===== src/hdl/mlft_pkg.sv =====
package mlft_pkg;

   localparam int TABLE_DEPTH     = 64;
   localparam int MAC_W           = 48;
   localparam int PORT_W          = 4;
   localparam int ADDR_W          = $clog2(TABLE_DEPTH);
   localparam int CNT_W           = $clog2(TABLE_DEPTH + 1);
   localparam int ENTRY_W         = MAC_W + PORT_W;
   localparam int REQ_QUEUE_DEPTH = 2;
   localparam int REQ_PTR_W       = $clog2(REQ_QUEUE_DEPTH);
   localparam int REQ_CNT_W       = $clog2(REQ_QUEUE_DEPTH + 1);

   typedef enum logic [1:0] {
      LS_UNCHANGED = 2'd0,
      LS_NEW       = 2'd1,
      LS_MOVED     = 2'd2,
      LS_FULL      = 2'd3
   } learn_status_type;

   // classified request, as queued between front and back
   typedef struct packed {
      logic [MAC_W-1:0]  dst_mac;
      logic [MAC_W-1:0]  src_mac;
      logic [PORT_W-1:0] ingress_port;
      logic              broadcast;
      logic              self_dst;
   } req_type;

   // request queue read side
   typedef struct packed {
      logic    valid;
      req_type data;
   } req_q_type;

   typedef struct packed {
      logic             flood;
      logic [PORT_W-1:0] egress_port;
      learn_status_type learn_status;
   } rsp_type;

endpackage


===== src/hdl/mlft_ram.sv =====
module mlft_ram #(
   parameter int WIDTH = 8,
   parameter int DEPTH = 64
) (
   input  logic                     clock,
   input  logic                     wr_en,
   input  logic [$clog2(DEPTH)-1:0] wr_addr,
   input  logic [WIDTH-1:0]         wr_data,
   input  logic                     rd_en,
   input  logic [$clog2(DEPTH)-1:0] rd_addr,
   output logic [WIDTH-1:0]         rd_data
);

   logic [WIDTH-1:0] mem_ff [DEPTH];
   logic [WIDTH-1:0] rd_data_ff;

   always_ff @(posedge clock) begin
      if (wr_en) begin
         mem_ff[wr_addr] <= wr_data;
      end
      if (rd_en) begin
         rd_data_ff <= mem_ff[rd_addr];
      end
   end

   assign rd_data = rd_data_ff;

endmodule


===== src/hdl/mlft_front.sv =====
module mlft_front import mlft_pkg::*; (
   input  logic              clock,
   input  logic              reset,
   input  logic              push,
   output logic              full,
   input  logic [MAC_W-1:0]  req_dst_mac,
   input  logic [MAC_W-1:0]  req_src_mac,
   input  logic [PORT_W-1:0] req_ingress_port,
   output req_q_type         req_q,
   input  logic              req_q_pop
);

   req_type               slot_ff [REQ_QUEUE_DEPTH];
   req_type               req_in;
   logic [REQ_PTR_W-1:0]  wr_ptr_ff, wr_ptr_in;
   logic [REQ_PTR_W-1:0]  rd_ptr_ff, rd_ptr_in;
   logic [REQ_CNT_W-1:0]  count_ff, count_in;
   logic                  do_push;
   logic                  do_pop;

   always_comb begin
      req_in.dst_mac      = req_dst_mac;
      req_in.src_mac      = req_src_mac;
      req_in.ingress_port = req_ingress_port;
      req_in.broadcast    = &req_dst_mac;
      req_in.self_dst     = (req_dst_mac == req_src_mac);
   end

   assign full    = (count_ff == REQ_CNT_W'(REQ_QUEUE_DEPTH));
   assign do_push = push && !full;
   assign do_pop  = req_q_pop && (count_ff != '0);

   always_comb begin
      wr_ptr_in = wr_ptr_ff;
      rd_ptr_in = rd_ptr_ff;
      count_in  = count_ff;
      if (do_push) begin
         wr_ptr_in = (wr_ptr_ff == REQ_PTR_W'(REQ_QUEUE_DEPTH - 1)) ? '0 : wr_ptr_ff + 1'b1;
      end
      if (do_pop) begin
         rd_ptr_in = (rd_ptr_ff == REQ_PTR_W'(REQ_QUEUE_DEPTH - 1)) ? '0 : rd_ptr_ff + 1'b1;
      end
      if (do_push && !do_pop) begin
         count_in = count_ff + 1'b1;
      end else if (!do_push && do_pop) begin
         count_in = count_ff - 1'b1;
      end
   end

   always_ff @(posedge clock) begin
      if (reset) begin
         wr_ptr_ff <= '0;
         rd_ptr_ff <= '0;
         count_ff  <= '0;
      end else begin
         wr_ptr_ff <= wr_ptr_in;
         rd_ptr_ff <= rd_ptr_in;
         count_ff  <= count_in;
      end
   end

   always_ff @(posedge clock) begin
      if (do_push) begin
         slot_ff[wr_ptr_ff] <= req_in;
      end
   end

   assign req_q.valid = (count_ff != '0);
   assign req_q.data  = slot_ff[rd_ptr_ff];

endmodule


===== src/hdl/mlft_back.sv =====
module mlft_back import mlft_pkg::*; (
   input  logic      clock,
   input  logic      reset,
   input  req_q_type req_q,
   output logic      req_q_pop,
   output logic      empty,
   input  logic      pop,
   output rsp_type   rsp
);

   typedef enum logic [2:0] {
      ST_IDLE   = 3'b001,
      ST_SCAN   = 3'b010,
      ST_UPDATE = 3'b100
   } back_state_type;

   back_state_type    state_ff, state_in;
   req_type           cur_ff, cur_in;
   logic [CNT_W-1:0]  fill_ff, fill_in;
   logic [CNT_W-1:0]  rd_idx_ff, rd_idx_in;
   logic              data_vld_ff, data_vld_in;
   logic [ADDR_W-1:0] data_idx_ff, data_idx_in;
   logic              src_hit_ff, src_hit_in;
   logic [ADDR_W-1:0] src_idx_ff, src_idx_in;
   logic [PORT_W-1:0] src_port_ff, src_port_in;
   logic              dst_hit_ff, dst_hit_in;
   logic [PORT_W-1:0] dst_port_ff, dst_port_in;
   logic              rsp_valid_ff, rsp_valid_in;
   rsp_type           rsp_ff, rsp_in;

   logic              rd_en;
   logic [ENTRY_W-1:0] rd_data;
   logic [MAC_W-1:0]  ram_mac;
   logic [PORT_W-1:0] ram_port;
   logic              wr_en;
   logic [ADDR_W-1:0] wr_addr;
   logic              issue;
   logic              finish;
   learn_status_type  status;

   assign ram_mac  = rd_data[ENTRY_W-1:PORT_W];
   assign ram_port = rd_data[PORT_W-1:0];
   assign issue    = (state_ff == ST_SCAN) && (rd_idx_ff < fill_ff);
   assign rd_en    = issue;
   assign finish   = (state_ff == ST_UPDATE) && (!rsp_valid_ff || pop);

   always_comb begin
      if (src_hit_ff) begin
         status = (src_port_ff == cur_ff.ingress_port) ? LS_UNCHANGED : LS_MOVED;
      end else if (fill_ff == CNT_W'(TABLE_DEPTH)) begin
         status = LS_FULL;
      end else begin
         status = LS_NEW;
      end
   end

   always_comb begin
      rsp_in.learn_status = status;
      rsp_in.flood        = 1'b1;
      rsp_in.egress_port  = '0;
      if (cur_ff.broadcast) begin
         rsp_in.flood = 1'b1;
      end else if (cur_ff.self_dst) begin
         if (status != LS_FULL) begin
            rsp_in.flood       = 1'b0;
            rsp_in.egress_port = cur_ff.ingress_port;
         end
      end else if (dst_hit_ff) begin
         rsp_in.flood       = 1'b0;
         rsp_in.egress_port = dst_port_ff;
      end
   end

   assign wr_en   = finish && ((status == LS_MOVED) || (status == LS_NEW));
   assign wr_addr = (status == LS_MOVED) ? src_idx_ff : fill_ff[ADDR_W-1:0];

   always_comb begin
      state_in    = state_ff;
      cur_in      = cur_ff;
      fill_in     = fill_ff;
      rd_idx_in   = rd_idx_ff;
      data_vld_in = 1'b0;
      data_idx_in = data_idx_ff;
      src_hit_in  = src_hit_ff;
      src_idx_in  = src_idx_ff;
      src_port_in = src_port_ff;
      dst_hit_in  = dst_hit_ff;
      dst_port_in = dst_port_ff;
      req_q_pop   = 1'b0;
      case (state_ff)
         ST_IDLE: begin
            if (req_q.valid) begin
               req_q_pop  = 1'b1;
               cur_in     = req_q.data;
               rd_idx_in  = '0;
               src_hit_in = 1'b0;
               dst_hit_in = 1'b0;
               state_in   = ST_SCAN;
            end
         end
         ST_SCAN: begin
            if (issue) begin
               rd_idx_in   = rd_idx_ff + 1'b1;
               data_vld_in = 1'b1;
               data_idx_in = rd_idx_ff[ADDR_W-1:0];
            end else if (!data_vld_ff) begin
               state_in = ST_UPDATE;
            end
            if (data_vld_ff) begin
               if (ram_mac == cur_ff.src_mac) begin
                  src_hit_in  = 1'b1;
                  src_idx_in  = data_idx_ff;
                  src_port_in = ram_port;
               end
               if (ram_mac == cur_ff.dst_mac) begin
                  dst_hit_in  = 1'b1;
                  dst_port_in = ram_port;
               end
            end
         end
         ST_UPDATE: begin
            if (finish) begin
               if (status == LS_NEW) begin
                  fill_in = fill_ff + 1'b1;
               end
               state_in = ST_IDLE;
            end
         end
         default: begin
            state_in = ST_IDLE;
         end
      endcase
   end

   always_comb begin
      rsp_valid_in = rsp_valid_ff;
      if (finish) begin
         rsp_valid_in = 1'b1;
      end else if (pop) begin
         rsp_valid_in = 1'b0;
      end
   end

   always_ff @(posedge clock) begin
      if (reset) begin
         state_ff     <= ST_IDLE;
         fill_ff      <= '0;
         data_vld_ff  <= 1'b0;
         rsp_valid_ff <= 1'b0;
      end else begin
         state_ff     <= state_in;
         fill_ff      <= fill_in;
         data_vld_ff  <= data_vld_in;
         rsp_valid_ff <= rsp_valid_in;
      end
   end

   always_ff @(posedge clock) begin
      cur_ff      <= cur_in;
      rd_idx_ff   <= rd_idx_in;
      data_idx_ff <= data_idx_in;
      src_hit_ff  <= src_hit_in;
      src_idx_ff  <= src_idx_in;
      src_port_ff <= src_port_in;
      dst_hit_ff  <= dst_hit_in;
      dst_port_ff <= dst_port_in;
      if (finish) begin
         rsp_ff <= rsp_in;
      end
   end

   mlft_ram #(
      .WIDTH (ENTRY_W),
      .DEPTH (TABLE_DEPTH)
   ) u_table (
      .clock   (clock),
      .wr_en   (wr_en),
      .wr_addr (wr_addr),
      .wr_data ({cur_ff.src_mac, cur_ff.ingress_port}),
      .rd_en   (rd_en),
      .rd_addr (rd_idx_ff[ADDR_W-1:0]),
      .rd_data (rd_data)
   );

   assign empty = !rsp_valid_ff;
   assign rsp   = rsp_ff;

endmodule


===== src/hdl/mac_learning_forwarding_table.sv =====
// A pushed request waits in the request queue until the back end, in ST_IDLE, takes it;
//   ST_SCAN then reads the N entries learned so far (0..TABLE_DEPTH), and ST_UPDATE
//   registers the result once the result register is free or being popped. Requests are
//   handled one at a time by the linear scan of the table RAM (one read port, one entry per
//   cycle); a 2-deep request queue and the result register let push and pop run mid-scan.
// Reset: synchronous; empties the request queue and the result register, clears the table fill count,
//   so all entries read as unused.
module mac_learning_forwarding_table import mlft_pkg::*; (
   input  logic              clock,
   input  logic              reset,
   input  logic              push,
   output logic              full,
   input  logic [MAC_W-1:0]  req_dst_mac,
   input  logic [MAC_W-1:0]  req_src_mac,
   input  logic [PORT_W-1:0] req_ingress_port,
   output logic              empty,
   input  logic              pop,
   output logic              rsp_flood,
   output logic [PORT_W-1:0] rsp_egress_port,
   output logic [1:0]        rsp_learn_status
);

   req_q_type req_q;
   logic      req_q_pop;
   rsp_type   rsp;

   mlft_front u_front (
      .clock            (clock),
      .reset            (reset),
      .push             (push),
      .full             (full),
      .req_dst_mac      (req_dst_mac),
      .req_src_mac      (req_src_mac),
      .req_ingress_port (req_ingress_port),
      .req_q            (req_q),
      .req_q_pop        (req_q_pop)
   );

   mlft_back u_back (
      .clock     (clock),
      .reset     (reset),
      .req_q     (req_q),
      .req_q_pop (req_q_pop),
      .empty     (empty),
      .pop       (pop),
      .rsp       (rsp)
   );

   assign rsp_flood        = rsp.flood;
   assign rsp_egress_port  = rsp.egress_port;
   assign rsp_learn_status = rsp.learn_status;

endmodule

===== config.mk =====
export PLATFORM = sky130hd
export DESIGN_NAME = mac_learning_forwarding_table
export DESIGN_NICKNAME = d
export VERILOG_FILES = /design/src/hdl/mlft_pkg.sv /design/src/hdl/mlft_ram.sv /design/src/hdl/mlft_front.sv /design/src/hdl/mlft_back.sv /design/src/hdl/mac_learning_forwarding_table.sv
export SDC_FILE = /design/constraint.sdc
export NUM_CORES = 2
export LEC_CHECK = 0
export BUFFER_PORTS_ARGS = -buffer_cell sky130_fd_sc_hd__clkbuf_2
export CORE_MARGIN = 1
export CORE_UTILIZATION = 60
export CTS_BUF_LIST = sky130_fd_sc_hd__clkbuf_8
export DETAILED_ROUTE_END_ITERATION = 6
export PLACE_DENSITY = 0.76
export SLEW_MARGIN = 40
export SYNTH_ARGS = -nofsm -noshare
export SYNTH_HDL_FRONTEND = slang
export SYNTH_SLANG_ARGS = --single-unit

===== constraint.sdc =====
create_clock -name clock -period 8.51 [get_ports clock]
set_input_delay 0.851 -clock clock [delete_from_list [all_inputs] [get_ports clock]]
set_output_delay 0.851 -clock clock [all_outputs]
set_load 0.05 [all_outputs]

After elaboration in Yosys (flattened, before gate mapping)
Memories as Yosys holds them, arrays and structs flattened. A register that Yosys moved wholly into a read port is not among the register bits.
Index checks and enable logic that the tools add are counted.
- $add $sub $neg: 6
- magnitude comparators: 1
- eq/ne operators: 20
- mux-type cells: 35
- bitwise logic cells: 1
- reduce and logical (&&, ||, !) cells: 28
- operator list (kind ; count):
    $eq A48 B48 Y1 ; 3
    $reduce_and A48 Y1 ; 1
    $mux W1 ; 16
    $mux W5 ; 3
    $add A7 B1 Y7 const B ; 2
    $mux W7 ; 2
    $pmux W7 S2 ; 1
    $mux W3 ; 4
    $ne A2 B2 Y1 const B ; 6
    $reduce_and A3 Y1 ; 4
    $reduce_and A4 Y1 ; 3
    $mux W2 ; 5
    $pmux W3 S3 ; 1
    $reduce_bool A2 Y1 ; 4
    $eq A7 B7 Y1 const B ; 1
    $logic_and A1 B1 Y1 ; 7
    $lt A7 B7 Y1 ; 1
    $mux W6 ; 1
    $ne A2 B1 Y1 const B ; 3
    $eq A2 B2 Y1 const B ; 2
    $eq A4 B4 Y1 ; 1
    $logic_not A1 Y1 ; 4
    $pmux W1 S2 ; 2
    $reduce_and A2 Y1 ; 2
    10 further kinds ; 12
- register bits: 52
- memory bits (writable): 3532
- bits of input ports: 104
- output and inout bits: 9
- word-level logic and storage cells: 110
- memories: 2
- memories (name ; words ; bits a word ; rd ports ; clocked after Yosys merged registers in ; write ports ; line ; RTL):
    u_back.u_table.mem_ff ; 64 ; 52 ; 1 ; 1 ; 1 ; mlft_ram.sv:14 ; logic [WIDTH-1:0] mem_ff [DEPTH];
    u_front.slot_ff ; 2 ; 102 ; 1 ; 1 ; 1 ; mlft_front.sv:13 ; req_type slot_ff [REQ_QUEUE_DEPTH];

Depth between registers and ports, before layout
- word-level depth: 8
- depth in mapped cells: 11
- mapped depth without buffers: 7

Modules after synthesis
Synthesis repeated with hierarchy kept, for this count alone.
- cells, all modules: 6241
- area, all modules: 141914.9 µm²
- by module, submodules not included (module ; times used ; cells each ; area an instance (µm²) ; sequential area each (µm²)):
    mlft_ram ; 1 ; 5410 ; 127444.7 ; 101497.3
    mlft_front ; 1 ; 422 ; 8190.4 ; 6226.0
    mlft_back ; 1 ; 409 ; 6279.8 ; 4384.2

Least setup slack after synthesis
Ideal clock, no wire load.
- path kind: register to register
- start: reg u_back.cur_ff[2] in the netlist's numbering
- end: mem u_back.u_table.mem_ff[18][0] in the netlist's numbering, enable pin
- arrival: 6.209 ns
- slack: 1.776 ns
- cell stages (with the launch flop): 9
- buffers on the path: 2
- path through: edfxtp_1 -> xor2_1 -> o41ai_2 -> buf_2 -> buf_4 -> nand3_1 -> o21ai_0 -> inv_1 -> nor3_1
- word-level cells in the longest chain between the ends: 8
- elaborated cells on any way between the ends: 10
- those cells by class: eq/ne: 3; mux: 5; reduce/logical: 2
- RTL lines (item ; line ; RTL):
    from (decl) ; mlft_back.sv:18 ; req_type cur_ff, cur_in;
    from (signal assigned) ; mlft_back.sv:159 ; cur_ff <= cur_in;
    $eq A4 B4 Y1 (*) ; mlft_back.sv:49 ; status = (src_port_ff == cur_ff.ingress_port) ? LS_UNCHANGED : LS_MOVED;
    $mux W2 (*) ; mlft_back.sv:49 ;
    $mux W2 (*) ; mlft_back.sv:48 ; if (src_hit_ff) begin
    $eq A2 B2 Y1 or $eq A2 B1 Y1 (tied branches) ; mlft_back.sv:74, mlft_back.sv:75 ;
    $logic_or A1 B1 Y1 ; mlft_back.sv:74 ; assign wr_en = finish && ((status == LS_MOVED) || (status == LS_NEW));
    $logic_and A1 B1 Y1 ; mlft_back.sv:74 ;
    $mux W1 ; mlft_ram.sv:18 ; if (wr_en) begin
    $mux W1 (not written as such) ; mlft_ram.sv:19 ; mem_ff[wr_addr] <= wr_data;
    to (decl) ; mlft_ram.sv:14 ;
Mark *: on every way between the ends. The rest lies on a longest branch, timed or not.

Final worst setup path
- start: reg u_back.cur_ff[5] in the netlist's numbering
- end: mem u_back.u_table.mem_ff[52][20] in the netlist's numbering, enable pin
Same word-level chain as after synthesis.

==> metrics <==
RSZ-0062 raised after global routing no; Slew Viols, Final 0; clock-pin slew on the worst setup and hold paths 60 ps; CTS max path bufs 4; initial core utilization 60.5%; Port Buf Inserts 112; vias in the first global route roughly 70000; Resize count post-CTS 0; Synth Flop Type edfxtp_1; Synth Area in Compound Gates under 10%; final hold vios 0; Post-Synth Simple-Gate Area 1.23%; net count after synthesis between 6000 and 7000; endpoints failing setup 0; Total Routing Usage GR 31.5%; Cells after Synth 6086; CP arrival between 5000 and 6000 ps; first-pass iteration count of the detailed router 5; Synth Area per Inst 23.4 um2; number of max-cap violations 0; Async SR Flop Fraction 0%; ANT nets after route 0; fin nets 6899; non-filler cells, final 10400; Ports 113; flops & latches, synth roughly 3700; die area 240000 um2; Post-Route WL roughly 370 mm; minimum clock period 4790 ps; share of cells above drive strength 1 29.9%; Max Clk Rate 209 MHz; post-synth cell types 56; LEAKAGE between 0.05 and 0.06 uW; Synth Warn # 0; max layer used met5; clock sink count 3738; Area growth syn-to-layout 11.8%; mux share of post-synthesis cell area about 17%; Hold Path Depth 1; via count 70600; Fin Clk Skew 74.5 ps; Detail Route met2 WL 176 mm; CP Class register to register; Crit Path Max Fanout 66; type of origin of the critical path register; Min-Delay Endpoint u_front.slot_ff[0][51]; EDFF count, synth ~3700; status finished, final reports clean; worst rel slew slack 37.9%; largest family of logic cells by synthesized area multiplexers; Critical R2R Launch u_back.cur_ff[5]; Post-CTS Setup Repair Bufs 0; setup TNS 0 ps; XOR/XNOR share of the synthesized area less than 1%; end of the worst register-to-register path u_back.u_table.mem_ff[52][20]; VDD IR max roughly 0.37 mV; routed length per instance 36.2 um; Reg2Reg Depth 9; DR iter-0 viols slightly above 10000; Synth Cell Area between 100000 and 150000 um2; Routed met3 length 47.4 mm; total grt overflow 0; die width slightly below 500 um; dpl hpwl 210 mm; Crit. End Element register; Req. time, crit path 9210 ps; first-pass GRT wire length between 500 and 600 mm; CTS buffer count about 590; adder-cell area share of the yosys netlist 0.0877%; Worst Tran Pin Value between 900 and 1000 ps; reg-to-reg setup timing slack 3720 ps; HP Start req_src_mac[45]; Hold Path Class input pin to register; final period utilization 56.3%; Via density between 6 and 7; H-Tree Depth 6; core footprint 236000 um2; pin count of the biggest net entering global routing 115; register area share after synthesis 78.6%; worst setup path start u_back.cur_ff[5]; Worst-Skew Late Latency about 1100 ps; Power Density 324 nW/um2; post-route DRC violation count 0; initial antenna violation count 12; placed cell count 9267; Die H 490 um; met1 WL 131 mm; row count 178; GPL Wtd Cong 0.961; CTS tree yes; CTS root buf clkbuf_8
logic make-up (layout without fill, tap and decap cells):
group                    count (synthesis)  count (layout)
AO/OA/AOI/OAI                          290             290
other                                    0              11
XOR/XNOR                               162             162
multiplexers                          1184            1184
buffers and inverters                  320            1424
adder cells (fa/ha/maj)                 10              10
flip-flops                            3738            3738
AND/OR/NAND/NOR                        382             382
per-layer routing:
layer | track usage (%) | up-vias
met5 | 0.463 | -
met4 | 15.7 | 6
met3 | 9.45 | 860
met2 | 47.8 | 5354
met1 | 42.1 | 36900
li1 | - | 27400
repair_timing:
item / CTS / global route
setup endpoints to repair: 0 / 0
hold endpoints to repair: 146 / 0
hold buffers: 74 / 0
final cells by class:
type / count / area (um2)
repair buffers: 402 / 3520
flip-flops and latches: 3738 / 112000
inverters: 29 / 119
fillers: 13900 / 76300
multi-input cells: 2028 / 29600
diodes: 11 / 27.5
well taps: 3150 / 3940
clock buffers: 600 / 8260
clock inverters: 393 / 1950
registers in the layout, summed over array words and instances, names as in the netlist, 4 cells and up:
name / flops
u_back.fill_ff: 7
u_back.dst_port_ff: 4
u_back.cur_ff: 102
u_back.u_table.mem_ff: 3328
u_back.src_port_ff: 4
u_back.src_idx_ff: 6
u_front.slot_ff: 204
u_back.rd_idx_ff: 7
u_back.rsp: 7
u_back.data_idx_ff: 6
u_back.u_table.rd_data: 52
cells in the mapped netlist (16+ instances only):
| cell | n | share of area [%] |
|---|---|---|
| nand4_1 | 28 | 0.12 |
| xor2_1 | 122 | 0.75 |
| edfxtp_1 | 3722 | 78 |
| nand2_1 | 124 | 0.33 |
| o22ai_1 | 29 | 0.13 |
| nor4_1 | 34 | 0.15 |
| nor2_1 | 120 | 0.32 |
| buf_1 | 32 | 0.084 |
| buf_2 | 90 | 0.32 |
| a221oi_1 | 27 | 0.17 |
| inv_1 | 28 | 0.074 |
| dfxtp_1 | 16 | 0.22 |
| nand3_1 | 18 | 0.063 |
| a22oi_1 | 53 | 0.28 |
| xnor2_1 | 40 | 0.25 |
| mux4_2 | 942 | 15 |
| o21ai_0 | 54 | 0.19 |
| clkbuf_1 | 124 | 0.33 |
| nor3_1 | 16 | 0.056 |
| a21oi_1 | 41 | 0.14 |
| mux2_2 | 107 | 0.84 |
| mux2i_1 | 135 | 0.95 |
| buf_4 | 35 | 0.18 |
placed cells by master, fill, tap and decap left out, types with 10 or more instances in the layout:
| cell type | instances |
|---|---|
| xor2_1 | 122 |
| nand2_1 | 123 |
| buf_4 | 148 |
| o22ai_1 | 29 |
| edfxtp_1 | 3722 |
| buf_6 | 36 |
| nand2b_1 | 13 |
| dfxtp_1 | 15 |
| clkinv_1 | 109 |
| mux2i_1 | 135 |
| nor2_4 | 59 |
| a21oi_1 | 40 |
| nor4_1 | 31 |
| ha_1 | 10 |
| nor2_1 | 60 |
| o21ai_0 | 53 |
| a31oi_1 | 10 |
| dlygate4sd3_1 | 74 |
| nand3_1 | 18 |
| inv_1 | 228 |
| mux2_2 | 107 |
| nand4_1 | 28 |
| buf_12 | 22 |
| xnor2_1 | 40 |
| a221oi_1 | 27 |
| clkinvlp_4 | 19 |
| mux4_2 | 942 |
| clkinv_2 | 37 |
| a22oi_1 | 51 |
| nor3_1 | 10 |
| clkbuf_8 | 600 |
| a22o_1 | 11 |
| clkbuf_2 | 112 |
| diode_2 | 11 |
critical path: stages, from the launching register on:
cell and delay [ps]:
edfxtp_1 330, buf_4 540, xor2_1 230, o41ai_4 360, buf_4 380, nand3_1 110
o21ai_0 220, nand2_1 570, nor2_4 820, buf_4 660
metrics by stage:
stage               total power, uW  setup slack, ps  instance area [um2]  utilization (%)  hold WS [ps]
finish                        51600             3720               160000             67.6          64.4
global route                  53100             3620               160000             67.6          24.0
CTS                           51600             3740               159000             67.6        0.0174
detailed placement            38200             3520               148000             62.9           405
global placement              37800             3630               148000             62.8           402
floorplan                     33200             1780               143000                -           400
how the worst max path moves through the flow:
stage	slack, ps	to
after global placement	3630	u_back.u_table.mem_ff[52][43]
after CTS	3740	u_back.u_table.mem_ff[52][48]
after detailed placement	3520	u_back.u_table.mem_ff[52][43]
after floorplan	1780	u_back.u_table.mem_ff[18][0]
after global routing	3620	u_back.u_table.mem_ff[52][48]
final	3720	u_back.u_table.mem_ff[52][20]
power breakdown:
group | switching, uW | leakage, uW | internal [uW] | total, uW
Combinational | 9070 | 0.0110 | 5510 | 14600
Clock | 6760 | 0.00593 | 6810 | 13600
Sequential | 242 | 0.0337 | 23200 | 23500
Power figures use the tool's default switching activity.
